File: src/rtl/core/assert_macros.svh
// Assertion macros shared by the keystroke line editor RTL.
// Depends on nothing; included by the modules that carry assertions.
`ifndef ASSERT_MACROS_SVH
`define ASSERT_MACROS_SVH

// Check a condition at every clock edge outside reset.
`define KLE_ASSERT_ALWAYS(label, clk, rst_n, expr) \
    label: assert property (@(posedge clk) disable iff (!rst_n) (expr)) \
        else $error("line editor invariant violated");

// Check that a condition in one cycle implies another in the next cycle.
`define KLE_ASSERT_NEXT(label, clk, rst_n, ante, cons) \
    label: assert property (@(posedge clk) disable iff (!rst_n) (ante) |=> (cons)) \
        else $error("line editor sequence violated");

`endif

File: src/rtl/core/kle_pkg.sv
// Package for the keystroke line editor: sizes, key codes, cell commands.
// Depends on nothing; imported by every module of the block.
package kle_pkg;

    localparam int LINE_CAPACITY = 64;
    localparam int LEN_W = $clog2(LINE_CAPACITY + 1);

    localparam logic [7:0] KEY_BACKSPACE = 8'd60;
    localparam logic [7:0] KEY_HOME      = 8'd91;
    localparam logic [7:0] KEY_END       = 8'd93;
    localparam logic [7:0] KEY_NEWLINE   = 8'd10;

    typedef enum logic [1:0] {
        OP_HOLD,
        OP_INSERT,
        OP_DELETE,
        OP_SHIFT
    } cell_op_t;

    typedef enum logic {
        ST_EDIT,
        ST_DRAIN
    } kle_state_t;

    typedef struct packed {
        cell_op_t         op;
        logic [7:0]       key;
        logic [LEN_W-1:0] cursor;
    } cell_cmd_t;

endpackage

File: src/rtl/core/keystroke_line_editor.sv
// Keystroke line editor: edit keys are accepted back to back while no line is draining.
// A newline stalls input while the line drains from the head of the cell chain, one
// result per cycle unless out_stall holds it. The newline enters the drain state; each
// result is then registered from cell 0, and an empty line gives one line_empty result.
// Reset (rst_n low, asynchronous) clears length, cursor, dropped flag, state and handshakes;
// cells and output byte/flag registers are not reset; cells are written before they are read.
module keystroke_line_editor (
    input  logic       clk,
    input  logic       rst_n,
    input  logic       in_valid,
    output logic       in_stall,
    input  logic [7:0] key_byte,
    output logic       out_valid,
    input  logic       out_stall,
    output logic [7:0] text_byte,
    output logic       last_of_line,
    output logic       line_empty,
    output logic       overflow_seen
);
    import kle_pkg::*;

    cell_cmd_t  cmd;
    logic [7:0] cell_data [LINE_CAPACITY];

    kle_ctrl u_ctrl (
        .clk           (clk),
        .rst_n         (rst_n),
        .in_valid      (in_valid),
        .in_stall      (in_stall),
        .key_byte      (key_byte),
        .out_valid     (out_valid),
        .out_stall     (out_stall),
        .text_byte     (text_byte),
        .last_of_line  (last_of_line),
        .line_empty    (line_empty),
        .overflow_seen (overflow_seen),
        .head_byte     (cell_data[0]),
        .cmd           (cmd)
    );

    for (genvar i = 0; i < LINE_CAPACITY; i++)
    begin : g_cell
        logic [7:0] left_in;
        logic [7:0] right_in;

        if (i == 0)
        begin : g_first
            assign left_in = 8'd0;
        end
        else
        begin : g_mid_left
            assign left_in = cell_data[i-1];
        end

        if (i == LINE_CAPACITY - 1)
        begin : g_last
            assign right_in = 8'd0;
        end
        else
        begin : g_mid_right
            assign right_in = cell_data[i+1];
        end

        kle_cell u_cell (
            .clk        (clk),
            .cmd        (cmd),
            .idx        (LEN_W'(i)),
            .left_data  (left_in),
            .right_data (right_in),
            .data       (cell_data[i])
        );
    end

endmodule

File: src/rtl/core/kle_cell.sv
// One character cell of the line buffer chain.
// Depends on kle_pkg; takes from its left or right neighbor on command.
module kle_cell (
    input  logic                    clk,
    input  kle_pkg::cell_cmd_t      cmd,
    input  logic [kle_pkg::LEN_W-1:0] idx,
    input  logic [7:0]              left_data,
    input  logic [7:0]              right_data,
    output logic [7:0]              data
);
    import kle_pkg::*;

    logic [7:0] data_reg;
    logic [7:0] data_next;

    always_comb
    begin
        data_next = data_reg;
        case (cmd.op)
            OP_INSERT:
            begin
                if (idx == cmd.cursor)
                begin
                    data_next = cmd.key;
                end
                else if (idx > cmd.cursor)
                begin
                    data_next = left_data;
                end
            end
            OP_DELETE:
            begin
                // close the gap left by the character before the cursor
                if ((idx + LEN_W'(1)) >= cmd.cursor)
                begin
                    data_next = right_data;
                end
            end
            OP_SHIFT:
            begin
                data_next = right_data;
            end
            default:
            begin
                data_next = data_reg;
            end
        endcase
    end

    always_ff @(posedge clk)
    begin
        data_reg <= data_next;
    end

    assign data = data_reg;

endmodule

File: src/rtl/core/kle_ctrl.sv
// Control for the line editor: cursor, length, handshakes and line drain.
// Depends on kle_pkg and assert_macros.svh; drives the cell chain commands.
`include "assert_macros.svh"

module kle_ctrl (
    input  logic               clk,
    input  logic               rst_n,
    input  logic               in_valid,
    output logic               in_stall,
    input  logic [7:0]         key_byte,
    output logic               out_valid,
    input  logic               out_stall,
    output logic [7:0]         text_byte,
    output logic               last_of_line,
    output logic               line_empty,
    output logic               overflow_seen,
    input  logic [7:0]         head_byte,
    output kle_pkg::cell_cmd_t cmd
);
    import kle_pkg::*;

    kle_state_t       state_reg, state_next;
    logic [LEN_W-1:0] length_reg, length_next;
    logic [LEN_W-1:0] cursor_reg, cursor_next;
    logic             dropped_reg, dropped_next;
    logic [LEN_W-1:0] cnt_reg, cnt_next;
    logic             drop_reg, drop_next;
    logic             out_valid_reg, out_valid_next;
    logic [7:0]       text_reg, text_next;
    logic             last_reg, last_next;
    logic             empty_reg, empty_next;
    logic             ovf_reg, ovf_next;

    logic acc;
    logic slot_free;
    logic emit;
    logic is_plain;

    assign in_stall  = (state_reg != ST_EDIT);
    assign acc       = in_valid && !in_stall;
    assign slot_free = !out_valid_reg || !out_stall;
    assign emit      = (state_reg == ST_DRAIN) && slot_free;
    assign is_plain  = (key_byte != KEY_NEWLINE) && (key_byte != KEY_BACKSPACE)
                       && (key_byte != KEY_HOME) && (key_byte != KEY_END);

    always_comb
    begin
        state_next = state_reg;
        case (state_reg)
            ST_EDIT:
            begin
                if (acc && key_byte == KEY_NEWLINE)
                begin
                    state_next = ST_DRAIN;
                end
            end
            ST_DRAIN:
            begin
                if (emit && cnt_reg <= LEN_W'(1))
                begin
                    state_next = ST_EDIT;
                end
            end
            default:
            begin
                state_next = ST_EDIT;
            end
        endcase
    end

    always_comb
    begin
        cmd.op         = OP_HOLD;
        cmd.key        = key_byte;
        cmd.cursor     = cursor_reg;
        length_next    = length_reg;
        cursor_next    = cursor_reg;
        dropped_next   = dropped_reg;
        cnt_next       = cnt_reg;
        drop_next      = drop_reg;
        out_valid_next = out_valid_reg && out_stall;
        text_next      = text_reg;
        last_next      = last_reg;
        empty_next     = empty_reg;
        ovf_next       = ovf_reg;

        case (state_reg)
            ST_EDIT:
            begin
                if (acc)
                begin
                    if (key_byte == KEY_NEWLINE)
                    begin
                        cnt_next     = length_reg;
                        drop_next    = dropped_reg;
                        length_next  = '0;
                        cursor_next  = '0;
                        dropped_next = 1'b0;
                    end
                    else if (key_byte == KEY_BACKSPACE)
                    begin
                        if (cursor_reg != '0)
                        begin
                            cmd.op      = OP_DELETE;
                            cursor_next = cursor_reg - LEN_W'(1);
                            length_next = length_reg - LEN_W'(1);
                        end
                    end
                    else if (key_byte == KEY_HOME)
                    begin
                        cursor_next = '0;
                    end
                    else if (key_byte == KEY_END)
                    begin
                        cursor_next = length_reg;
                    end
                    else if (length_reg >= LEN_W'(LINE_CAPACITY))
                    begin
                        // drop the byte and remember it for this line
                        dropped_next = 1'b1;
                    end
                    else
                    begin
                        cmd.op      = OP_INSERT;
                        cursor_next = cursor_reg + LEN_W'(1);
                        length_next = length_reg + LEN_W'(1);
                    end
                end
            end
            ST_DRAIN:
            begin
                if (emit)
                begin
                    out_valid_next = 1'b1;
                    ovf_next       = drop_reg;
                    last_next      = (cnt_reg <= LEN_W'(1));
                    if (cnt_reg == '0)
                    begin
                        text_next  = 8'd0;
                        empty_next = 1'b1;
                    end
                    else
                    begin
                        // take the head cell and advance the chain
                        cmd.op     = OP_SHIFT;
                        text_next  = head_byte;
                        empty_next = 1'b0;
                        cnt_next   = cnt_reg - LEN_W'(1);
                    end
                end
            end
            default:
            begin
                cmd.op = OP_HOLD;
            end
        endcase
    end

    always_ff @(posedge clk or negedge rst_n)
    begin
        if (!rst_n)
        begin
            state_reg     <= ST_EDIT;
            length_reg    <= '0;
            cursor_reg    <= '0;
            dropped_reg   <= 1'b0;
            cnt_reg       <= '0;
            drop_reg      <= 1'b0;
            out_valid_reg <= 1'b0;
        end
        else
        begin
            state_reg     <= state_next;
            length_reg    <= length_next;
            cursor_reg    <= cursor_next;
            dropped_reg   <= dropped_next;
            cnt_reg       <= cnt_next;
            drop_reg      <= drop_next;
            out_valid_reg <= out_valid_next;
        end
    end

    always_ff @(posedge clk)
    begin
        text_reg  <= text_next;
        last_reg  <= last_next;
        empty_reg <= empty_next;
        ovf_reg   <= ovf_next;
    end

    assign out_valid     = out_valid_reg;
    assign text_byte     = text_reg;
    assign last_of_line  = last_reg;
    assign line_empty    = empty_reg;
    assign overflow_seen = ovf_reg;

    `KLE_ASSERT_ALWAYS(a_cursor_in_line, clk, rst_n, cursor_reg <= length_reg)
    `KLE_ASSERT_ALWAYS(a_length_bound, clk, rst_n, length_reg <= LEN_W'(LINE_CAPACITY))
    `KLE_ASSERT_NEXT(a_newline_clears, clk, rst_n, acc && key_byte == KEY_NEWLINE,
        state_reg == ST_DRAIN && length_reg == '0 && cursor_reg == '0 && !dropped_reg)
    `KLE_ASSERT_NEXT(a_last_ends_drain, clk, rst_n, emit && cnt_reg <= LEN_W'(1),
        state_reg == ST_EDIT && out_valid_reg && last_reg)
    `KLE_ASSERT_NEXT(a_plain_full_drops, clk, rst_n,
        acc && is_plain && length_reg == LEN_W'(LINE_CAPACITY), dropped_reg)

endmodule
File: config.mk
export PLATFORM = sky130hd
export DESIGN_NAME = keystroke_line_editor
export DESIGN_NICKNAME = d
export VERILOG_FILES = /design/src/rtl/core/kle_pkg.sv /design/src/rtl/core/keystroke_line_editor.sv /design/src/rtl/core/kle_cell.sv /design/src/rtl/core/kle_ctrl.sv
export VERILOG_INCLUDE_DIRS = /design/src /design/src/rtl/core
export SDC_FILE = /design/constraint.sdc
export NUM_CORES = 1
export LEC_CHECK = 0
export BUFFER_PORTS_ARGS = -buffer_cell sky130_fd_sc_hd__buf_2
export CELL_PAD_IN_SITES_DETAIL_PLACEMENT = 1
export CELL_PAD_IN_SITES_GLOBAL_PLACEMENT = 1
export CORE_ASPECT_RATIO = 0.75
export CORE_MARGIN = 3
export CORE_UTILIZATION = 29
export DETAILED_ROUTE_END_ITERATION = 8
export PLACE_DENSITY_LB_ADDON = 0.1
export SYNTH_ARGS = -nofsm -noshare
export SYNTH_HDL_FRONTEND = slang
export SYNTH_SLANG_ARGS = --single-unit
File: constraint.sdc
create_clock -name clk -period 4.15 [get_ports clk]
set_input_delay 0.415 -clock clk [delete_from_list [all_inputs] [get_ports clk]]
set_output_delay 0.415 -clock clk [all_outputs]
set_load 0.02 [all_outputs]
* After elaboration in Yosys (flattened, before gate mapping)
Index checks and enable logic that the tools add are counted.
Word-level totals: word-level logic and storage cells 799, output and inout bits 13, bits of input ports 12, register bits after elaboration 548
Operators by class: equality and inequality tests 210, reductions and logical operators 84, $lt $le $gt $ge 130, mux-type cells 294, add/sub/neg operators 5, bitwise logic cells 1
Operators by type and width (number):
- 8-bit 2-to-1 mux | 192
- 8-bit case mux with 3 select lines | 64
- 6-bit by 7-bit == test with 1-bit output, first input constant | 32
- 6-bit by 7-bit >= comparator with 1-bit output, first input constant | 32
- 6-bit by 7-bit greater-than comparator with 1-bit output, first input constant | 32
- 3-bit by 1-bit != test with 1-bit output, second input constant | 67
- 3-bit AND reduction | 65
- 2-bit by 1-bit != test with 1-bit output, second input constant | 69
- 5-bit by 7-bit == test with 1-bit output, first input constant | 16
- 5-bit by 7-bit >= comparator with 1-bit output, first input constant | 16
- 5-bit by 7-bit greater-than comparator with 1-bit output, first input constant | 16
- 7-bit 2-to-1 mux | 16
- 4-bit by 7-bit == test with 1-bit output, first input constant | 8
- 4-bit by 7-bit >= comparator with 1-bit output, first input constant | 8
- 4-bit by 7-bit greater-than comparator with 1-bit output, first input constant | 8
- 3-bit by 7-bit == test with 1-bit output, first input constant | 4
- 3-bit by 7-bit >= comparator with 1-bit output, first input constant | 4
- 3-bit by 7-bit greater-than comparator with 1-bit output, first input constant | 4
- 7-bit by 1-bit subtractor with 7-bit output, second input constant | 3
- 8-bit by 7-bit == test with 1-bit output, second input constant | 2
- 2-bit 2-to-1 mux | 8
- 7-bit by 1-bit adder with 7-bit output, second input constant | 2
- 2-bit by 7-bit == test with 1-bit output, first input constant | 2
- 2-bit by 7-bit >= comparator with 1-bit output, first input constant | 2
- 29 further kinds | 52

* Logic depth before layout (Yosys ltp)
depth in word-level cells 11, mapped depth 13, depth with buffers taken out 9

* Cells and area by module
From an unflattened synthesis, not the netlist that was laid out.
Unflattened totals: cells, all modules 5755, area total of the unflattened synthesis 54414.7 µm²
Modules (own cells, without submodules):
- kle_cell | area an instance 813.3 µm², sequential area each 240.2 µm², times used 64, cells an instance 86
- kle_ctrl | area an instance 2357.3 µm², sequential area each 955.9 µm², times used 1, cells an instance 249
- keystroke_line_editor | area an instance 7.5 µm², sequential area each 0.0 µm², times used 1, cells an instance 2

* Worst setup path before layout
OpenSTA, ideal clock, no wires.
path type register to register, from register u_ctrl.cursor_reg[1], to register g_cell[15].u_cell.data_reg[0] (enable), clock period less this slack 3.435 ns, arrival time 3.031 ns, cell stages (with the launch flop) 10, required time 3.746 ns, setup slack 0.715 ns, path through dfrtp_1 -> clkbuf_1 -> inv_1 -> ha_1 -> or3b_1 -> buf_1 -> o21ai_2 -> or2_2 -> buf_2 -> o311ai_0
On the way: cells in the longest elaborated chain, start to end 9, elaborated cells between the ends (all ways) 16, those cells by class order compare (2); eq/ne (6); mux (5); reduce/logical (3)
RTL lines:
- from (decl) | RTL line kle_ctrl.sv:24 | logic [LEN_W-1:0] cursor_reg, cursor_next;
- from (signal assigned) | RTL line kle_ctrl.sv:175 | cursor_reg <= cursor_next;
- 7-bit nonzero test | RTL line kle_ctrl.sv:102 | if (cursor_reg != '0)
- 2-bit 2-to-1 mux | RTL line kle_ctrl.sv:102
- 2-bit 2-to-1 mux | RTL line kle_ctrl.sv:100 | else if (key_byte == KEY_BACKSPACE)
- 2-bit 2-to-1 mux | RTL line kle_ctrl.sv:92 | if (key_byte == KEY_NEWLINE)
- 2-bit 2-to-1 mux | RTL line kle_ctrl.sv:90 | if (acc)
- 2-bit case mux with 2 select lines | RTL line kle_ctrl.sv:87 | case (state_reg)
- 2-bit by 1-bit == test with 1-bit output or 2-bit == test (tied branches) | RTL line kle_cell.sv:19 | case (cmd.op)
- 3-bit by 1-bit != test with 1-bit output (no line) (tied with other cells)
- 3-bit AND reduction (no line) *
- to (signal assigned) | RTL line kle_cell.sv:52 | data_reg <= data_next;
- to (decl) | RTL line kle_cell.sv:13 | logic [7:0] data_reg;
Mark *: on every way between the ends. The rest lies on a longest branch, timed or not. A chain may end at the register's enable or synchronous reset.

* Worst setup path in the final report
from register u_ctrl.cursor_reg[0], to register g_cell[46].u_cell.data_reg[5] (enable)
On the way: cells in the longest elaborated chain, start to end 9, elaborated cells between the ends (all ways) 16, those cells by class order compare (2); eq/ne (6); mux (5); reduce/logical (3)
RTL lines (RTL line):
- 7-bit nonzero test | kle_ctrl.sv:102
- 2-bit 2-to-1 mux | kle_ctrl.sv:102
- 2-bit 2-to-1 mux | kle_ctrl.sv:100
- 2-bit 2-to-1 mux | kle_ctrl.sv:92
- 2-bit 2-to-1 mux | kle_ctrl.sv:90
- 2-bit case mux with 2 select lines | kle_ctrl.sv:87
- 2-bit by 1-bit == test with 1-bit output or 2-bit == test (tied branches) | kle_cell.sv:19
- 3-bit by 1-bit != test with 1-bit output (no line) (tied with other cells)
- 3-bit AND reduction (no line) *
- to (signal assigned) | kle_cell.sv:52
- to (decl) | kle_cell.sv:13
Marks and branches as above.

==> run_results.csv <==
group,metric,value,unit
outcome,status,"completed",
timing,max_slew_margin,29.2,%
clock_tree,postCtsSetupRepairBufs,0,
cells_and_area,syn2layout_area_growth,11.9,%
power,switchingPower,11.7,mW
die,fp.dieH,284,um
yosys,synth.area.mux_share,17.0,%
job,max-cap-violations,0,
die,row_count,101,
power,p_seq_share,44.6,%
yosys,synth.avg_cell_area,10.6,um^2
timing,clock-skew-final,0.0132,ns
yosys,synth-edff-count,523,
die,core_area,102000,um^2
grt,grt_util_met3,2.76,%
detailed_routing,drt_first_pass_iters,5,
setup_path,critPathCaptureType,"flop",
yosys,synthSimpleGateAreaFrac,11.0,%
yosys,ys_ff_latch,548,
clock_tree,cts_buffers,60,
timing,setup_viol,0,
clock_tree,clockBufferDepth,3,
power,p_clk_share,17.8,%
cells_and_area,insertedDiodeCount,0,
cells_and_area,final_area,33500,um^2
detailed_routing,drt-wirelength-per-cell,23.4,um
power,p_leak,12.2,nW
yosys,yosys.area_share.adder,0.568,%
yosys,synth_compound_area_share,13.1,%
clock_tree,cts_tree,"yes",
clock_tree,clkTransAtPathRegs,0.06,ns
power,ir_drop,0.000453,V
timing,post-route-min-period,3.64,ns
setup_path,critPathKind,"flop to flop",
grt,track_usage,17.8,%
timing,fin_setup_tns,0,ns
setup_path,endpoint,"g_cell[46].u_cell.data[5]",
clock_tree,postCtsHoldBufs,2,
yosys,synthArstFlopShare,4.56,%
yosys,synthCells,2818,
grt,antenna_found_initial,0,
power,p_int,17.5,mW
setup_path,r2r-start,"u_ctrl.cursor_reg[0]",
timing,grt_setup_unrepaired,"no",
yosys,synthTopCellsByArea,"edfxtp_1 (52%), mux2i_1 (17%), o21ai_0 (8.0%)",
yosys,syn-num-nets,2843,
clock_tree,cts.sink_count,548,
timing,fmax,0.275,GHz
placement,place_area,31600,um^2
timing,tightest_slew,1.06,ns
detailed_routing,initialDrtViolationCount,1903,
power,power_density,873,nW/um^2
yosys,yosysWarningCount,0,
detailed_routing,ant_nets,0,
yosys,synthFlopType,"edfxtp_1",
yosys,yosysTopAreaCellShare,52.5,%
die,initial_core_util,29.4,%
detailed_routing,totalWireLength,97300,um
yosys,synth_xor_area_share,0.234,%
yosys,synth_top_family_by_area,"multiplexers",
setup_path,reg2regPathDepth,6,
detailed_routing,viasPerCell,5.33,
grt,busiest_layer,"met1",
cells_and_area,drive_above_1_share,8.96,%
timing,whs,0.176,ns
setup_path,cp_data_required_time,4.36,ns
cells_and_area,finalNetCount,2803,
clock_tree,ctsResizeCount,0,
yosys,ys_types,77,
placement,gp_congestion,0.851,
placement,hpwlAfterDp,68500,um
detailed_routing,drc_errors,0,
die,io_pins,25,
yosys,yosys.area.top_type,"edfxtp_1",
grt,gr-usage-met2,26.1,%
grt,grt_pass1_wl,149000,um
timing,fin_crit_sh,87.7,%
grt,grt_remaining_overflow,0,
grt,globalRouteMet1Util,27.4,%
setup_path,r2r-end,"g_cell[46].u_cell.data[5]",
min_path,hold_class,"input pin to flop",
clock_tree,root_buffer,"clkbuf_16",
detailed_routing,num_vias,22180,
timing,drv_slew,0,
die,die_x,377,um
cells_and_area,fin_util,32.9,%
setup_path,rrSetupSlack,0.51,ns
setup_path,start_kind,"flop",
timing,hold_viol,0,
power,combPwrFrac,37.6,%
grt,grt_pass1_vias,23786,
clock_tree,insertion_delay,0.63,ns
placement,place.port_buffers,24,
yosys,yosysSeqAreaShare,54.5,%
cells_and_area,largest_register_ffs,512,
die,die_area,107000,um^2
grt,grt_max_degree,167,
yosys,synthesis.area,29900,um^2
clock_tree,cts.htree.levels,2,
setup_path,setup.worst_path.start,"u_ctrl.cursor_reg[0]",
power,sw_frac_of_total,40.0,%
setup_path,crit_path_max_fanout,11,
setup_path,worstPathArrival,3.85,ns
## final cells by class
class                           count  area [um^2]
Clock inverter                     32          256
Clock buffer                       75         1580
Inverter                           13         48.8
Fill cell                       11290        68400
Tap cell                         1339         1680
Sequential cell                   548        16300
Multi-Input combinational cell   2023        12600
Timing Repair Buffer              132         1040
## Yosys cell counts (all sizes together), types with 4 or more instances
cell type	count
a31oi	9
nor3	21
nand4	6
o22ai	9
and3	4
or2	7
mux2i	509
ha	12
xnor2	4
inv	11
o211ai	7
clkbuf	145
nor2	73
edfxtp	523
nor2b	6
dfrtp	25
xor2	4
a221oi	7
o31ai	4
a21o	8
a21oi	62
buf	89
and2	12
o221ai	9
nand3	31
or3	7
o21ai	557
a2bb2oi	4
nand2b	4
nand2	589
## worst min-delay path by stage
stage                     from                   end  slack, ns  depth (start not counted)
2_1_floorplan            rst_n     u_ctrl.cnt_reg[0]       0.12                          0
3_3_place_gp   u_ctrl.drop_reg  u_ctrl.overflow_seen       0.44                          0
3_5_place_dp   u_ctrl.drop_reg  u_ctrl.overflow_seen       0.44                          0
4_1_cts               in_valid    u_ctrl.dropped_reg       0.14                          4
5_1_grt               in_valid    u_ctrl.dropped_reg       0.17                          4
6_report              in_valid    u_ctrl.dropped_reg       0.18                          4
## metal layers
layer | part of all wire (%) | wire, um
met5 | 0 | 0
met4 | 1.5 | 1480
met3 | 4.3 | 4180
met2 | 42 | 41200
met1 | 52 | 50400
## logic make-up (layout without fill, tap and decap cells)
logic type | after synthesis | after routing
simple gates | 776 | 776
compound gates | 717 | 717
flops | 548 | 548
mux | 509 | 509
buf+inv | 247 | 252
fa+ha+maj | 13 | 13
xor+xnor | 8 | 8
## power groups by stage
stage	clock, mW	sequential (mW)	combinational [mW]
CTS	5.43	13.0	11.1
floorplan	0	12.2	7.38
detailed placement	0	13.1	11.1
finish	5.22	13.0	11.0
global placement	0	13.0	10.7
global route	5.62	13.4	12.4
## stage by stage
step                setup slack, ns  power [mW]  instances
floorplan                     0.715        19.6       2818
global placement              0.752        23.7       4053
detailed placement            0.604        24.2       4053
CTS                           0.566        29.6       4162
global route                  0.378        31.4       4162
finish                        0.510        29.2       4162
## worst max-delay path, cell delays in order, from the launching register on
cell	delay [ns]
dfrtp_1	0.57
inv_1	0.20
ha_1	0.43
and3b_1	0.57
nand2_1	0.33
a311oi_1	0.56
o221ai_1	0.55
## layout by cell type (no fill, tap or decap), types with 11 or more instances in the layout
cell       count
nand2_1      589
edfxtp_1     523
mux2i_1      509
o21ai_0      480
buf_4        107
o21ai_1       74
a21oi_1       62
clkbuf_16     61
nor2_1        54
nand3_1       31
dfrtp_1       25
clkinv_1      19
nor2_2        17
buf_2         16
nor3_1        15
clkbuf_1      14
and2_1        12
ha_1          12
inv_1         11
(Power assumes the default switching activity.)
